## config.mk

```make
export PLATFORM = sky130hd
export DESIGN_NAME = last_note_priority_stack_core
export DESIGN_NICKNAME = d
export VERILOG_FILES = /design/src/rtl/core/lnps_pkg.sv /design/src/rtl/core/lnps_stack.sv /design/src/rtl/core/last_note_priority_stack_core.sv
export SDC_FILE = /design/constraint.sdc
export NUM_CORES = 1
export LEC_CHECK = 0
export ABC_AREA = 1
export ABC_CLOCK_PERIOD_IN_PS = 2750
export BUFFER_PORTS_ARGS = -buffer_cell sky130_fd_sc_hd__buf_2
export CORE_MARGIN = 3
export CORE_UTILIZATION = 50
export DETAILED_ROUTE_END_ITERATION = 10
export HOLD_SLACK_MARGIN = 0.15
export PLACE_DENSITY = 0.76
export SLEW_MARGIN = 15
export SYNTH_ARGS = -nofsm -noshare
export SYNTH_HDL_FRONTEND = slang
export SYNTH_SLANG_ARGS = --single-unit
export TNS_END_PERCENT = 5
```

## constraint.sdc

```tcl
create_clock -name clk_i -period 2.75 [get_ports clk_i]
set_input_delay 0.55 -clock clk_i [delete_from_list [all_inputs] [get_ports clk_i]]
set_output_delay 0.55 -clock clk_i [all_outputs]
set_load 0.02 [all_outputs]
```

## src/rtl/core/lnps_pkg.sv

```systemverilog
// ----------------------------------------------------------------------------
// lnps_pkg
// shared types and constants for the last-note priority stack
// ----------------------------------------------------------------------------
package lnps_pkg;

  // held-note stack depth
  localparam int unsigned STACK_DEPTH = 8;

  // stack index and fill count widths
  localparam int unsigned IDX_W = (STACK_DEPTH > 1) ? $clog2(STACK_DEPTH) : 1;
  localparam int unsigned CNT_W = $clog2(STACK_DEPTH + 1);

  // note and pitch widths
  localparam int unsigned NOTE_W  = 6;
  localparam int unsigned MIDI_W  = 7;
  localparam int unsigned PITCH_W = 8;

  // clamp window on the incoming note number
  localparam logic [MIDI_W-1:0] NOTE_FLOOR = 7'd36;
  localparam logic [MIDI_W-1:0] NOTE_CEIL  = 7'd96;

  // command codes
  localparam logic CMD_NOTE_ON  = 1'b0;
  localparam logic CMD_NOTE_OFF = 1'b1;

  // retrigger modes
  localparam logic [1:0] MODE_NONE   = 2'd0;
  localparam logic [1:0] MODE_ALWAYS = 2'd2;

  // gate actions
  localparam logic [1:0] GATE_KEEP   = 2'd0;
  localparam logic [1:0] GATE_OPEN   = 2'd1;
  localparam logic [1:0] GATE_RETRIG = 2'd2;
  localparam logic [1:0] GATE_CLOSE  = 2'd3;

  // register map
  localparam int unsigned PADDR_W   = 3;
  localparam int unsigned PDATA_W   = 32;
  localparam logic        REG_RETRIG = 1'b0;

  typedef enum logic [2:0] {
    ST_IDLE,
    ST_SCAN,
    ST_SHIFT,
    ST_TAIL,
    ST_EMIT
  } lnps_state_e;

  // control from the sequencer to the stack storage
  typedef struct packed {
    logic              we;
    logic [IDX_W-1:0]  waddr;
    logic [NOTE_W-1:0] wdata;
    logic [IDX_W-1:0]  raddr;
  } lnps_stack_req_t;

endpackage

```

## src/rtl/core/lnps_stack.sv

```systemverilog
// ----------------------------------------------------------------------------
// lnps_stack
// held-note storage with one read port, one write port and the note comparator
// ----------------------------------------------------------------------------
module lnps_stack (
  input  logic                         clk_i,
  input  lnps_pkg::lnps_stack_req_t    req_i,
  input  logic [lnps_pkg::NOTE_W-1:0]  cmp_note_i,
  output logic [lnps_pkg::NOTE_W-1:0]  rdata_o,
  output logic                         match_o
);

  logic [lnps_pkg::NOTE_W-1:0] notes_q [lnps_pkg::STACK_DEPTH];
  logic [lnps_pkg::NOTE_W-1:0] rdata_q;

  // contents are undefined until written, so no reset
  // read data is registered, the address comes in the cycle before
  always_ff @(posedge clk_i) begin
    if (req_i.we) begin
      notes_q[req_i.waddr] <= req_i.wdata;
    end
    rdata_q <= notes_q[req_i.raddr];
  end

  assign rdata_o = rdata_q;
  assign match_o = (rdata_q == cmp_note_i);

endmodule

```

## src/rtl/core/last_note_priority_stack_core.sv

```systemverilog
// ----------------------------------------------------------------------------
// last_note_priority_stack_core
// monophonic last-note priority stack: note events in, pitch and gate out
// ----------------------------------------------------------------------------
//
//  channel | direction | handshake                  | payload
//  --------+-----------+----------------------------+-----------------------------------
//  in      | to core   | in_valid_i / in_stall_o    | command_i, note_number_i
//  out     | from core | out_valid_o / out_stall_i  | pitch_update_o, pitch_code_o,
//          |           |                            | gate_action_o
//  cfg     | to core   | psel/penable/pwrite/pready | paddr, pwdata, prdata
//
//  one request walks the stack through a single shared compare unit:
//  a note on scans for a match and pushes a new note if there is room; a note
//  off scans, shifts the entries above the match down and reads the new top
//  the input stalls while the sequencer is busy; a finished result sits in
//  the output register so a new request can start while it waits
//  reset empties the stack (fill count only) and sets retrigger mode to none
// ----------------------------------------------------------------------------
module last_note_priority_stack_core (
  input  logic                           clk_i,
  input  logic                           rst_ni,
  // note events
  input  logic                           in_valid_i,
  output logic                           in_stall_o,
  input  logic                           command_i,
  input  logic [6:0]                     note_number_i,
  // pitch and gate results
  output logic                           out_valid_o,
  input  logic                           out_stall_i,
  output logic                           pitch_update_o,
  output logic [7:0]                     pitch_code_o,
  output logic [1:0]                     gate_action_o,
  // register port
  input  logic                           psel,
  input  logic                           penable,
  input  logic                           pwrite,
  input  logic [lnps_pkg::PADDR_W-1:0]   paddr,
  input  logic [lnps_pkg::PDATA_W-1:0]   pwdata,
  output logic [lnps_pkg::PDATA_W-1:0]   prdata,
  output logic                           pready
);

  localparam int unsigned IW = lnps_pkg::IDX_W;
  localparam int unsigned CW = lnps_pkg::CNT_W;
  localparam int unsigned NW = lnps_pkg::NOTE_W;

  // --------------------------------------------------------------------------
  // register port
  // --------------------------------------------------------------------------
  logic [1:0] mode_q;
  logic       cfg_wr;
  logic       reg_idx;

  assign pready  = 1'b1;
  assign reg_idx = paddr[2];
  assign cfg_wr  = psel & penable & pwrite & pready;

  always_ff @(posedge clk_i or negedge rst_ni) begin
    if (!rst_ni) begin
      mode_q <= lnps_pkg::MODE_NONE;
    end else if (cfg_wr && (reg_idx == lnps_pkg::REG_RETRIG)) begin
      mode_q <= pwdata[1:0];
    end
  end

  always_comb begin
    prdata = '0;
    unique case (reg_idx)
      lnps_pkg::REG_RETRIG: prdata[1:0] = mode_q;
      default:              prdata      = '0;
    endcase
  end

  // --------------------------------------------------------------------------
  // sequencer state
  // --------------------------------------------------------------------------
  lnps_pkg::lnps_state_e state_q, state_d;

  logic          cmd_q,   cmd_d;
  logic [NW-1:0] note_q,  note_d;
  logic [CW-1:0] idx_q,   idx_d;
  logic [CW-1:0] count_q, count_d;

  // pending result, built by the sequencer
  logic          res_upd_q,  res_upd_d;
  logic [NW-1:0] res_note_q, res_note_d;
  logic [1:0]    res_gate_q, res_gate_d;

  // output register
  logic          out_valid_q, out_valid_d;
  logic          out_upd_q,   out_upd_d;
  logic [7:0]    out_code_q,  out_code_d;
  logic [1:0]    out_gate_q,  out_gate_d;

  // stack interface
  lnps_pkg::lnps_stack_req_t stack_req;
  logic [NW-1:0]             stack_rdata;
  logic                      stack_match;

  // shared compare unit flags
  logic          in_acc;
  logic          scan_end;
  logic          full;
  logic          shift_more;
  logic          out_free;
  logic [CW-1:0] idx_nxt;
  logic [CW-1:0] idx_skip;
  logic [CW-1:0] top_idx;
  logic [CW-1:0] prev_top;
  logic [NW-1:0] clamped;

  assign in_stall_o = (state_q != lnps_pkg::ST_IDLE);
  assign in_acc     = in_valid_i & ~in_stall_o;
  assign idx_nxt    = idx_q + CW'(1);
  assign idx_skip   = idx_q + CW'(2);
  assign top_idx    = count_q - CW'(1);
  assign prev_top   = count_q - CW'(2);
  assign scan_end   = (idx_q == count_q);
  assign full       = (count_q == CW'(lnps_pkg::STACK_DEPTH));
  assign shift_more = (idx_nxt < count_q);
  assign out_free   = ~out_valid_q | ~out_stall_i;

  // clamp to 36..96 and offset down to 0..60
  always_comb begin
    if (note_number_i < lnps_pkg::NOTE_FLOOR) begin
      clamped = '0;
    end else if (note_number_i > lnps_pkg::NOTE_CEIL) begin
      clamped = NW'(lnps_pkg::NOTE_CEIL - lnps_pkg::NOTE_FLOOR);
    end else begin
      clamped = NW'(note_number_i - lnps_pkg::NOTE_FLOOR);
    end
  end

  // next state
  always_comb begin
    state_d = state_q;
    unique case (state_q)
      lnps_pkg::ST_IDLE: begin
        if (in_acc) state_d = lnps_pkg::ST_SCAN;
      end
      lnps_pkg::ST_SCAN: begin
        if (scan_end) begin
          // note off of an unheld note, or no room for a new note: drop it
          if ((cmd_q == lnps_pkg::CMD_NOTE_OFF) || full) begin
            state_d = lnps_pkg::ST_IDLE;
          end else begin
            state_d = lnps_pkg::ST_EMIT;
          end
        end else if (stack_match) begin
          state_d = (cmd_q == lnps_pkg::CMD_NOTE_OFF) ? lnps_pkg::ST_SHIFT
                                                      : lnps_pkg::ST_EMIT;
        end
      end
      lnps_pkg::ST_SHIFT: begin
        if (!shift_more) state_d = lnps_pkg::ST_TAIL;
      end
      lnps_pkg::ST_TAIL: state_d = lnps_pkg::ST_EMIT;
      lnps_pkg::ST_EMIT: begin
        if (out_free) state_d = lnps_pkg::ST_IDLE;
      end
      default: state_d = lnps_pkg::ST_IDLE;
    endcase
  end

  // datapath and stack control
  // stack reads are registered, so each state presents the address that the
  // next cycle compares or copies
  always_comb begin
    cmd_d       = cmd_q;
    note_d      = note_q;
    idx_d       = idx_q;
    count_d     = count_q;
    res_upd_d   = res_upd_q;
    res_note_d  = res_note_q;
    res_gate_d  = res_gate_q;
    out_upd_d   = out_upd_q;
    out_code_d  = out_code_q;
    out_gate_d  = out_gate_q;
    out_valid_d = out_valid_q & out_stall_i;

    stack_req.we    = 1'b0;
    stack_req.waddr = count_q[IW-1:0];
    stack_req.wdata = note_q;
    stack_req.raddr = idx_q[IW-1:0];

    unique case (state_q)
      lnps_pkg::ST_IDLE: begin
        // scan starts at the bottom entry
        stack_req.raddr = '0;
        if (in_acc) begin
          cmd_d  = command_i;
          note_d = clamped;
          idx_d  = '0;
        end
      end
      lnps_pkg::ST_SCAN: begin
        // next entry up, also the first source entry of a removal
        stack_req.raddr = idx_nxt[IW-1:0];
        if (scan_end) begin
          if ((cmd_q == lnps_pkg::CMD_NOTE_ON) && !full) begin
            // push the new note on top
            stack_req.we = 1'b1;
            count_d      = count_q + CW'(1);
            res_upd_d    = 1'b1;
            res_note_d   = note_q;
            res_gate_d   = (mode_q != lnps_pkg::MODE_NONE) ? lnps_pkg::GATE_RETRIG
                                                           : lnps_pkg::GATE_OPEN;
          end
        end else if (stack_match) begin
          // held note on: re-send pitch, gate untouched
          res_upd_d  = 1'b1;
          res_note_d = note_q;
          res_gate_d = lnps_pkg::GATE_KEEP;
        end else begin
          idx_d = idx_nxt;
        end
      end
      lnps_pkg::ST_SHIFT: begin
        // close the gap left by the released note, one entry a cycle
        if (shift_more) begin
          stack_req.we    = 1'b1;
          stack_req.waddr = idx_q[IW-1:0];
          stack_req.wdata = stack_rdata;
          stack_req.raddr = idx_skip[IW-1:0];
          idx_d           = idx_nxt;
        end else begin
          // new top of the shortened stack
          stack_req.raddr = prev_top[IW-1:0];
          count_d         = top_idx;
        end
      end
      lnps_pkg::ST_TAIL: begin
        // return to the previous note, or close the gate when none is left
        if (count_q == '0) begin
          res_upd_d  = 1'b0;
          res_note_d = '0;
          res_gate_d = lnps_pkg::GATE_CLOSE;
        end else begin
          res_upd_d  = 1'b1;
          res_note_d = stack_rdata;
          res_gate_d = (mode_q == lnps_pkg::MODE_ALWAYS) ? lnps_pkg::GATE_RETRIG
                                                         : lnps_pkg::GATE_OPEN;
        end
      end
      lnps_pkg::ST_EMIT: begin
        if (out_free) begin
          out_valid_d = 1'b1;
          out_upd_d   = res_upd_q;
          out_code_d  = {res_note_q, 2'b00};
          out_gate_d  = res_gate_q;
        end
      end
      default: begin
        idx_d = '0;
      end
    endcase
  end

  always_ff @(posedge clk_i or negedge rst_ni) begin
    if (!rst_ni) begin
      state_q     <= lnps_pkg::ST_IDLE;
      count_q     <= '0;
      out_valid_q <= 1'b0;
    end else begin
      state_q     <= state_d;
      count_q     <= count_d;
      out_valid_q <= out_valid_d;
    end
  end

  // payload registers
  always_ff @(posedge clk_i) begin
    cmd_q      <= cmd_d;
    note_q     <= note_d;
    idx_q      <= idx_d;
    res_upd_q  <= res_upd_d;
    res_note_q <= res_note_d;
    res_gate_q <= res_gate_d;
    out_upd_q  <= out_upd_d;
    out_code_q <= out_code_d;
    out_gate_q <= out_gate_d;
  end

  lnps_stack u_stack (
    .clk_i      (clk_i),
    .req_i      (stack_req),
    .cmp_note_i (note_q),
    .rdata_o    (stack_rdata),
    .match_o    (stack_match)
  );

  assign out_valid_o    = out_valid_q;
  assign pitch_update_o = out_upd_q;
  assign pitch_code_o   = out_code_q;
  assign gate_action_o  = out_gate_q;

endmodule

```

==> results of run 1 <==
-- cell families after synthesis --
kind of cell / Yosys count
adders and majority gates: 10
xor gates and xnor gates: 10
AOI/OAI and AO/OA: 45
other: 2
buffers and inverters: 147
DFF: 93
and+or+nand+nor: 221
-- cell type report --
class,count,area (um^2)
fill,806,3840
tap,129,161
clock buffer,9,124
inverter,105,399
timing repair buffer,63,413
multi-input combinational,319,1650
sequential,93,2680
clock inverter,7,58.8
-- state kept, by name, indices dropped and copies added (netlist names) --
name             cells
u_stack.notes_q     48
note_q               6
pitch_code_o         6
res_note_q           6
u_stack.rdata_o      6
count_q              4
idx_q                4
state_q              3
gate_action_o        2
mode_q               2
res_gate_q           2
cmd_q                1
out_valid_o          1
pitch_update_o       1
res_upd_q            1
-- power groups by stage --
stage          Combinational, mW  Clock (mW)  Sequential (mW)
2_1_floorplan               1.98           0             2.18
3_3_place_gp                2.72           0             2.15
3_5_place_dp                2.83           0             2.16
4_1_cts                     2.85       0.859             2.13
5_1_grt                     3.33       0.921             2.17
6_report                    2.97       0.844             2.14
-- metrics by stage --
| step | std cells | cell area, um^2 | util |
|---|---|---|---|
| finish | 725 | 5490 | 0.588 |
| global route | 725 | 5490 | 0.588 |
| CTS | 720 | 5400 | 0.579 |
| detailed placement | 703 | 5200 | 0.557 |
| global placement | 703 | 5200 | 0.557 |
| floorplan | 559 | 4980 | - |
-- layer usage --
layer / part of all wire / GRT usage
met1: 0.41 / 0.209
met2: 0.51 / 0.321
met3: 0.052 / 0.0309
met4: 0.028 / 0.0750
met5: 0 / 0
-- critical path: stages, from the launching register on --
cell	delay, ps
edfxtp_1	430
ha_2	220
xnor2_2	170
inv_1	90
ha_1	280
nand2_1	70
inv_1	50
nand2_2	80
nand2_2	70
nor2_4	230
clkinv_4	130
buf_4	160
o21ai_1	440
-- timing repair --
action / 4_1_cts / 5_1_grt
buffers inserted: 0 / 5
hold buffers: 1 / 0
pin swaps: 0 / 6
gates resized for setup: 8 / 11
setup endpoints to repair: 83 / 102
hold endpoints to repair: 10 / 0
-- cell usage in the layout (no fill, tap or decap), types with 2 or more instances in the layout --
master	synthesis	layout
a21oi_1	14	14
a31oi_1	2	2
buf_2	2	30
buf_4	36	31
clkbuf_8	0	9
clkinv_4	0	3
conb_1	2	33
dfrtp_1	10	10
dfxtp_1	6	6
edfxtp_1	77	77
ha_1	9	6
ha_2	0	2
inv_1	99	99
inv_2	6	5
inv_6	0	2
nand2_1	110	105
nand2_2	2	7
nand3_1	57	56
nand3_2	1	2
nand4_1	6	6
nor2_1	33	33
nor3_1	5	5
o211ai_1	2	2
o21ai_0	19	14
o21ai_1	1	5
o21ai_2	2	3
o22ai_1	3	3
xor2_1	9	8
-- path summary, 6_finish.rpt --
path                                              start                              end  slack, ps  cells past startpoint
worst max-delay path             idx_q[1]$_SDFFCE_PP0P_  u_stack.notes_q[5][4]$_DFFE_PP_         50                     12
worst min-delay path                          command_i                  cmd_q$_DFFE_PP_        360                      1
worst max register to register   idx_q[1]$_SDFFCE_PP0P_  u_stack.notes_q[5][4]$_DFFE_PP_         50                     12
worst min register to register  res_note_q[3]$_DFFE_PP_        pitch_code_o[5]$_DFFE_PP_        420                      0
max in group asynchronous                        rst_ni            mode_q[1]$_DFFE_PN0P_       1980                      2
min in group asynchronous                        rst_ni           count_q[1]$_DFFE_PN0P_        570                      2
==> flow_metrics.env, run 1 <==
export IMPL_outcome="finished clean"
export IMPL_clock_path_buffers=2
export IMPL_clkLatencyLatePin_ps=360
export IMPL_worst_slack_ps=50.1
export IMPL_synth_compound_area_frac=0.0514
export IMPL_cts_buffers=9
export IMPL_setup_violations=0
export IMPL_drt_total_wl_um=9670
export IMPL_maxSlewViolCount=0
export IMPL_synth_top_area_cell="edfxtp_1"
export IMPL_grt_pass1_wl_um=15500
export IMPL_die_h_um=105
export IMPL_path_class="reg2reg"
export IMPL_synth_top_family_by_area="simple AND/OR/NAND/NOR gates"
export IMPL_whs_ps=358
export IMPL_synth_edf_count=77
export IMPL_drc=0
export IMPL_diodes=0
export IMPL_ys_flop_type="edfxtp_1"
export IMPL_cell_internal_pwr_mw=3.37
export IMPL_vias=3575
export IMPL_drt_iter0_drc=168
export IMPL_via_per_inst=4.93
export IMPL_yosysSeqAreaShare=0.551
export IMPL_fin_setup_tns_ps=0
export IMPL_path_max_fanout=8
export IMPL_rsz0062_at_grt="true"
export IMPL_synth_warnings=0
export IMPL_nets=651
export IMPL_syn_to_final_growth_pct=12.8
export IMPL_hpwl_um=7100
export IMPL_floorplan_initialDensity=0.522
export IMPL_grtUsageTotal=0.178
export IMPL_die_w_um=105
export IMPL_drv_cap=0
export IMPL_postRouteAntennaNets=0
export IMPL_synth_commonest_cells="nand2_1, inv_1, edfxtp_1"
export IMPL_portBuffers=30
export IMPL_overflow=0
export IMPL_firstDrtPassIters=5
export IMPL_power_density_nw_per_um2=1080
export IMPL_pin_count=96
export IMPL_yosysUniqueCellTypes=38
export IMPL_ys_async_sr_fraction=0.108
export IMPL_synth_top_cells_by_area="edfxtp_1, nand2_1, inv_1"
export IMPL_gp_congestion=0.855
export IMPL_cts_sinks=93
export IMPL_finClkSkew_ps=10.2
export IMPL_muxShareOfSynthArea=0
export IMPL_grt_max_degree=26
export IMPL_drive_gt1_frac=0.183
export IMPL_root_buffer="clkbuf_8"
export IMPL_hold_viol_final=0
export IMPL_place_ws_ps=-106
export IMPL_fmax_ghz=0.370
export IMPL_peakVddDrop_mv=0.702
export IMPL_htree_levels=3
export IMPL_antenna_found_initial=0
export IMPL_synthAdderAreaFrac=0.0273
export IMPL_drt_wirelength_per_cell_um=13.3
export IMPL_synth_seq_cells=93
export IMPL_hold_path_class="in2reg"
export IMPL_yosys_area_share_simple=0.206
export IMPL_crit_path_start_kind="flop"
export IMPL_synth_xor_area_frac=0.0180
export IMPL_yosysMostFrequentCell="nand2_1"
export IMPL_swShare=0.434
export IMPL_cellLeakagePower_nw=2.58
export IMPL_max_slew_margin=0.414
export IMPL_coreArea_um2=9330
export IMPL_rows=35
export IMPL_power_mw=5.95
export IMPL_min_period_over_period=0.982
export IMPL_clkPwrFrac=0.142
export IMPL_syn_area_per_cell_um2=9.21
export IMPL_end_kind="flop"
export IMPL_period_minus_slack_ps=2700
export IMPL_clk_pin_slew_ps=90
export IMPL_worst_pin_slew_ps=870
export IMPL_grt_pass1_vias=3408
export IMPL_syn_area_um2=4860
export IMPL_synthDominantCellAreaShare=0.475
export IMPL_cts_tree="yes"
export IMPL_die_area_um2=10900
export IMPL_p_switching_mw=2.58
export IMPL_crit_required_ps=2830
export IMPL_syn_inst=528
export IMPL_p_comb_frac=0.499
export IMPL_p_seq_frac=0.359
export IMPL_arrival_ps=2780
Power figures use the tool's default switching activity.
==> run 2, diff against run 1 <==
--- a/config.mk
+++ b/config.mk
@@ -5,14 +5,13 @@
 export SDC_FILE = /design/constraint.sdc
 export NUM_CORES = 1
 export LEC_CHECK = 0
-export ABC_AREA = 1
 export ABC_CLOCK_PERIOD_IN_PS = 2750
 export BUFFER_PORTS_ARGS = -buffer_cell sky130_fd_sc_hd__buf_2
 export CORE_MARGIN = 3
 export CORE_UTILIZATION = 50
 export DETAILED_ROUTE_END_ITERATION = 10
 export HOLD_SLACK_MARGIN = 0.15
-export PLACE_DENSITY = 0.76
+export PLACE_DENSITY = 0.77
 export SLEW_MARGIN = 15
 export SYNTH_ARGS = -nofsm -noshare
 export SYNTH_HDL_FRONTEND = slang
==> run 2 against run 1 <==
  * The flow now finishes with violations (negative setup slack)
  * First-iteration DRC count increased by 35%
  * Cell area fell by 2.6%
  * Synthesized cell count shrank 27%
  * Non-clock buffer count up 8
  * Clock-buffer cell count unchanged
  * Core utilization increased by 0.97 points
  * Worst hold slack improved by 21 ps
  * Wire length fell by 9.3%
  * Area after synthesis fell by 3.0%
  * Clock skew is 4.1 ps higher
  * Clock power is 1% lower
  * Largest cell class unchanged
  * Largest power group unchanged
==> flow_metrics.env, run 2 <==
export IMPL_overflow=0
export IMPL_whs_path_depth=1
export IMPL_clkLatencyLatePin_ps=360
export IMPL_fillCellCount=709
export IMPL_dp_cells=545
export IMPL_cts_buffers=9
export IMPL_yosysUniqueCellTypes=51
export IMPL_cp_depth=11
export IMPL_diodes=0
export IMPL_critPathMaxStageDelay_ps=460
export IMPL_cp_num_buf_inv=2
export IMPL_holdCritStartpoint="command_i"
export IMPL_clk_pin_slew_ps=100
export IMPL_path_max_fanout=12
export IMPL_path_class="reg2reg"
export IMPL_rsz0062_at_grt="true"
export IMPL_crit_path_start_kind="flop"
export IMPL_grt_max_degree=25
export IMPL_fin_cells=565
export IMPL_die_area_um2=10600
export IMPL_finClkSkew_ps=14.3
export IMPL_synth_commonest_cells="edfxtp_1, nand2_1, mux2i_1"
export IMPL_p_switching_mw=2.39
export IMPL_synth_top_cells_by_area="edfxtp_1, mux2i_1, buf_4"
export IMPL_power_density_nw_per_um2=1160
export IMPL_pin_count=96
export IMPL_final_cell_mix="edfxtp_1, nand2_1, mux2i_1"
export IMPL_peakVddDrop_mv=0.491
export IMPL_grt_pass1_vias=2856
export IMPL_setup_violations=5
export IMPL_clock_path_buffers=2
export IMPL_synth_edf_count=77
export IMPL_vias=3017
export IMPL_maxSlewViolCount=0
export IMPL_end_kind="flop"
export IMPL_gp_congestion=0.901
export IMPL_via_per_inst=5.34
export IMPL_period_minus_slack_ps=2780
export IMPL_syn_to_final_growth_pct=13.2
export IMPL_syn_inst=385
export IMPL_cell_internal_pwr_mw=3.79
export IMPL_worst_r2r_setup_slack_ps=-30
export IMPL_outcome="complete, but fails checks"
export IMPL_swShare=0.386
export IMPL_hold_path_class="in2reg"
export IMPL_violations="negative setup slack"
export IMPL_synth_seq_cells=93
export IMPL_synth_top_area_cell="edfxtp_1"
export IMPL_crit_path_cell_trace="ha_1 -> ha_1 -> nor2b_4 -> o211ai_2 -> and2_4 -> buf_4 -> o211ai_4 -> clkbuf_16 -> mux2i_1 -> mux2i_1 -> mux2_2"
export IMPL_met1_length_um=3820
export IMPL_regMostFlops="u_stack.notes_q"
export IMPL_cellLeakagePower_nw=2.27
export IMPL_reg2reg_from="idx_q[1]$_SDFFCE_PP0P_"
export IMPL_grt_pass1_wl_um=13800
export IMPL_worst_pin_slew_ps=706
export IMPL_drt_total_wl_um=8780
export IMPL_nets=512
export IMPL_p_comb_frac=0.518
export IMPL_worst_slack_ps=-29.7
export IMPL_hold_viol_final=0
export IMPL_die_w_um=103
export IMPL_hold_end="cmd_q$_DFFE_PP_"
export IMPL_syn_area_um2=4720
export IMPL_antenna_found_initial=0
export IMPL_clkPwrFrac=0.135
export IMPL_syn_area_per_cell_um2=12.3
export IMPL_min_period_over_period=1.01
export IMPL_drt_wirelength_per_cell_um=15.5
export IMPL_die_h_um=103
export IMPL_cp_top_family="adder cells"
export IMPL_critPathLaunch="idx_q[1]$_SDFFCE_PP0P_"
export IMPL_fmax_ghz=0.360
export IMPL_critPathSlowestCell="edfxtp_1"
export IMPL_largest_reg_flops=48
export IMPL_synth_warnings=0
export IMPL_firstDrtPassIters=4
export IMPL_place_ws_ps=-249
export IMPL_yosysSeqAreaShare=0.569
export IMPL_grtUsageTotal=0.172
export IMPL_hpwl_um=6250
export IMPL_drv_cap=0
export IMPL_synthDominantCellAreaShare=0.490
export IMPL_ys_async_sr_fraction=0.108
export IMPL_root_buffer="clkbuf_8"
export IMPL_postRouteAntennaNets=0
export IMPL_wl_met2_um=4300
export IMPL_cts_tree="yes"
export IMPL_final_common_cell="edfxtp_1"
export IMPL_drc=0
export IMPL_rows=34
export IMPL_coreArea_um2=8930
export IMPL_rr_endpoint="u_stack.rdata_o[3]$_DFF_P_"
export IMPL_drt_iter0_drc=227
export IMPL_drive_gt1_frac=0.258
export IMPL_top_layer="met4"
export IMPL_p_seq_frac=0.347
export IMPL_max_slew_margin=0.528
export IMPL_htree_levels=3
export IMPL_power_mw=6.18
export IMPL_wl_met3_um=521
export IMPL_arrival_ps=3020
export IMPL_cts_sinks=93
export IMPL_yosysMostFrequentCell="edfxtp_1"
export IMPL_ys_flop_type="edfxtp_1"
export IMPL_portBuffers=30
export IMPL_reg2reg_depth=11
export IMPL_crit_required_ps=2990
export IMPL_floorplan_initialDensity=0.528
run 2: changes by cell type in the layout (fill, tap and decap cells not counted), sizes merged, moves of 7 or more:
cell and delta:
nor2 -10, buf +7, inv -92, a31oi +7, o21ai -9, nand3 -50
nand2 -62, mux2 +8, xnor2 +7, mux2i +36
run 2: logic make-up after synthesis:
kind of cell / after synthesis / share of synthesized area
AOI/OAI and AO/OA: 47 / 0.0716
muxes: 44 / 0.0955
adders and majority gates: 10 / 0.0281
xor gates and xnor gates: 17 / 0.0316
DFF: 93 / 0.569
other: 2 / 0.00159
and+or+nand+nor: 113 / 0.114
buffers and inverters: 59 / 0.0889
run 2: layout make-up:
class / instances / area [um^2] / share of cell area
clock buffers: 9 / 124 / 0.0232
well taps: 108 / 135 / 0.0253
flip-flops and latches: 93 / 2680 / 0.502
clock inverters: 7 / 57.6 / 0.0108
multi-input cells: 264 / 1780 / 0.334
inverters: 13 / 48.8 / 0.00914
repair buffers: 71 / 510 / 0.0956
run 2: metal layers:
layer,track usage,vias up
li1,-,1443
met1,0.225,1444
met2,0.288,118
met3,0.0257,12
met4,0.0727,0
met5,0,-
run 2: worst max-delay path by stage:
stage                                       to  slack (ps)
6_report            u_stack.rdata_o[3]$_DFF_P_         -30
5_1_grt             u_stack.rdata_o[1]$_DFF_P_        -150
4_1_cts        u_stack.notes_q[2][3]$_DFFE_PP_        -170
3_5_place_dp        u_stack.rdata_o[0]$_DFF_P_        -250
3_3_place_gp        u_stack.rdata_o[2]$_DFF_P_        -210
2_1_floorplan  u_stack.notes_q[2][0]$_DFFE_PP_         -50
run 2: power by group through the flow:
stage	clock network (mW)	logic (mW)	registers, mW
6_report	0.832	3.20	2.14
3_3_place_gp	0	2.88	2.16
3_5_place_dp	0	2.96	2.17
4_1_cts	0.851	3.01	2.14
2_1_floorplan	0	2.28	2.17
5_1_grt	0.913	3.47	2.17
run 2: through the flow:
step	area [um^2]	hold WS, ps	utilization	TNS (ps)
after floorplan	4830	254	-	-1300
after global placement	5040	403	0.564	-3520
after detailed placement	5040	405	0.564	-3810
after CTS	5250	366	0.588	-2470
after global routing	5340	361	0.598	-2510
final	5340	379	0.598	-114
run 2: timing repair:
item,in CTS,in global routing
hold buffers,1,0
setup endpoints to repair,30,54
pin swaps,1,1
buffers inserted,1,1
gates cloned,0,1
endpoints found under the hold margin,10,0
gates resized for setup,1,13
==> run 3, diff against run 2 <==
--- a/config.mk
+++ b/config.mk
@@ -5,13 +5,13 @@
 export SDC_FILE = /design/constraint.sdc
 export NUM_CORES = 1
 export LEC_CHECK = 0
-export ABC_CLOCK_PERIOD_IN_PS = 2750
+export ABC_CLOCK_PERIOD_IN_PS = 2800
 export BUFFER_PORTS_ARGS = -buffer_cell sky130_fd_sc_hd__buf_2
 export CORE_MARGIN = 3
-export CORE_UTILIZATION = 50
+export CORE_UTILIZATION = 55
 export DETAILED_ROUTE_END_ITERATION = 10
 export HOLD_SLACK_MARGIN = 0.15
-export PLACE_DENSITY = 0.77
+export PLACE_DENSITY = 0.8
 export SLEW_MARGIN = 15
 export SYNTH_ARGS = -nofsm -noshare
 export SYNTH_HDL_FRONTEND = slang
==> constraint.sdc (replaced) <==
create_clock -name clk_i -period 2.8 [get_ports clk_i]
set_input_delay 0.56 -clock clk_i [delete_from_list [all_inputs] [get_ports clk_i]]
set_output_delay 0.56 -clock clk_i [all_outputs]
set_load 0.02 [all_outputs]
==> run 3 against run 2 <==
  * The flow now finishes without violations
  * Fmax fell by 0.49%
  * Global-route usage rose by 1.8 points
  * Critical path depth did not move
  * Flip-flop and latch count did not move
  * Critical path type unchanged
  * Critical endpoint is now u_stack.rdata_o[0]$_DFF_P_
  * Largest cell class unchanged
==> flow_metrics.env, run 3 (synthesis results as in run 2) <==
export IMPL_swShare=0.379
export IMPL_postRouteAntennaNets=0
export IMPL_die_area_um2=9720
export IMPL_clkPwrFrac=0.146
export IMPL_setup_violations=0
export IMPL_nets=508
export IMPL_grtUsageTotal=0.190
export IMPL_diodes=0
export IMPL_cellLeakagePower_nw=2.25
export IMPL_cell_internal_pwr_mw=3.88
export IMPL_crit_required_ps=3050
export IMPL_drt_wirelength_per_cell_um=16.3
export IMPL_root_buffer="clkbuf_8"
export IMPL_cts_tree="yes"
export IMPL_floorplan_initialDensity=0.571
export IMPL_p_seq_frac=0.343
export IMPL_whs_path_depth=1
export IMPL_hold_path_class="in2reg"
export IMPL_final_cell_mix="edfxtp_1, nand2_1, mux2i_1"
export IMPL_clk_pin_slew_ps=90
export IMPL_fillCellCount=622
export IMPL_reg2reg_depth=11
export IMPL_grt_pass1_wl_um=14400
export IMPL_drc=0
export IMPL_grt_pass1_vias=2902
export IMPL_rows=33
export IMPL_grt_max_degree=17
export IMPL_p_switching_mw=2.36
export IMPL_holdCritStartpoint="command_i"
export IMPL_firstDrtPassIters=5
export IMPL_hpwl_um=6300
export IMPL_critPathLaunch="idx_q[1]$_SDFFCE_PP0P_"
export IMPL_worst_pin_slew_ps=655
export IMPL_wl_met3_um=675
export IMPL_antenna_found_initial=0
export IMPL_path_class="reg2reg"
export IMPL_drive_gt1_frac=0.252
export IMPL_largest_reg_flops=48
export IMPL_maxSlewViolCount=0
export IMPL_fmax_ghz=0.358
export IMPL_path_max_fanout=8
export IMPL_cts_sinks=93
export IMPL_die_h_um=98.6
export IMPL_worst_slack_ps=6.61
export IMPL_reg2reg_from="idx_q[1]$_SDFFCE_PP0P_"
export IMPL_place_ws_ps=-191
export IMPL_worst_r2r_setup_slack_ps=7
export IMPL_die_w_um=98.6
export IMPL_crit_path_start_kind="flop"
export IMPL_final_area_um2=5330
export IMPL_dpl_cell_area_um2=4960
export IMPL_overflow=0
export IMPL_p_comb_frac=0.511
export IMPL_regMostFlops="u_stack.notes_q"
export IMPL_portBuffers=30
export IMPL_peakVddDrop_mv=0.543
export IMPL_max_slew_margin=0.562
export IMPL_power_density_nw_per_um2=1170
export IMPL_final_common_cell="edfxtp_1"
export IMPL_top_layer="met4"
export IMPL_period_minus_slack_ps=2790
export IMPL_met1_length_um=3730
export IMPL_arrival_ps=3040
export IMPL_gp_congestion=0.889
export IMPL_drt_iter0_drc=246
export IMPL_htree_levels=3
export IMPL_drt_total_wl_um=9100
export IMPL_via_per_inst=5.42
export IMPL_coreArea_um2=8260
export IMPL_clock_path_buffers=2
export IMPL_drv_cap=0
export IMPL_outcome="finished clean"
export IMPL_end_kind="flop"
export IMPL_rsz0062_at_grt="true"
export IMPL_clkLatencyLatePin_ps=350
export IMPL_pin_count=96
export IMPL_min_period_over_period=0.998
export IMPL_syn_to_final_growth_pct=13.0
export IMPL_hold_viol_final=0
export IMPL_cts_buffers=9
export IMPL_vias=3025
export IMPL_wl_met2_um=4570
export IMPL_finClkSkew_ps=11.6
==> run 3: changes by cell type in the layout (fill, tap and decap cells not counted), moves of 2 or more <==
cell        change
a31oi_1         +2
a31oi_2         -2
buf_4           -3
clkinv_4        -2
clkinvlp_4      -2
ha_1            -2
mux2i_1         -2
mux2i_2         +2
nor2_1          +4
nor2_2          -2
nor2_4          -2
==> run 3: final timing paths <==
path	end
setup / recovery	u_stack.rdata_o[0]$_DFF_P_
hold reg to reg	pitch_code_o[6]$_DFFE_PP_
max in group asynchronous	state_q[0]$_DFFE_PN0P_
setup reg to reg	u_stack.rdata_o[0]$_DFF_P_
min in group asynchronous	count_q[0]$_DFFE_PN0P_
hold / removal	cmd_q$_DFFE_PP_
==> run 3: stage by stage <==
step | util | hold slack (ps) | TNS, ps | total power, mW | cells
finish | 0.645 | 388 | 0 | 6.24 | 558
global route | 0.645 | 383 | -683 | 6.58 | 558
CTS | 0.632 | 369 | 0 | 5.93 | 552
detailed placement | 0.601 | 405 | -786 | 4.93 | 532
global placement | 0.601 | 403 | -438 | 4.81 | 532
floorplan | - | 264 | 0 | 4.37 | 416
==> run 3: cell type report <==
class	count	area (um^2)	area share
Clock buffer	10	138	0.0258
Clock inverter	6	68.8	0.0129
Inverter	13	48.8	0.00915
Multi-Input combinational cell	264	1780	0.335
Sequential cell	93	2680	0.503
Tap cell	105	131	0.0246
Timing Repair Buffer	67	477	0.0894
==> run 3: what timing repair did <==
| item | 4_1_cts | 5_1_grt |
|---|---|---|
| buffers inserted | 3 | 5 |
| gates resized for setup | 1 | 11 |
| gates cloned | 0 | 1 |
| hold buffers | 1 | 0 |
| endpoints found under the setup margin | 22 | 48 |
| pin swaps | 1 | 8 |
| endpoints found under the hold margin | 10 | 0 |
==> run 3: power groups by stage <==
| stage | Clock, mW | Combinational [mW] | Sequential (mW) |
|---|---|---|---|
| final | 0.912 | 3.19 | 2.14 |
| after CTS | 0.932 | 2.87 | 2.13 |
| after global routing | 0.985 | 3.43 | 2.17 |
| after global placement | 0 | 2.67 | 2.14 |
| after detailed placement | 0 | 2.77 | 2.16 |
| after floorplan | 0 | 2.24 | 2.13 |
==> run 3: critical path: stages (launching register included) <==
cell and delay, ps:
edfxtp_1 440, ha_2 220, nand2_2 60, xnor2_2 140
ha_1 340, o211ai_2 130, and2_4 210, o211ai_4 350
clkbuf_16 240, mux2i_1 190, mux2i_1 100, mux2_2 260
==> run 3: layer usage <==
metal  GRT usage  up-vias
met5           0        -
met4      0.0704        0
met3      0.0375       14
met2       0.316      132
met1       0.250     1446
li1            -     1433
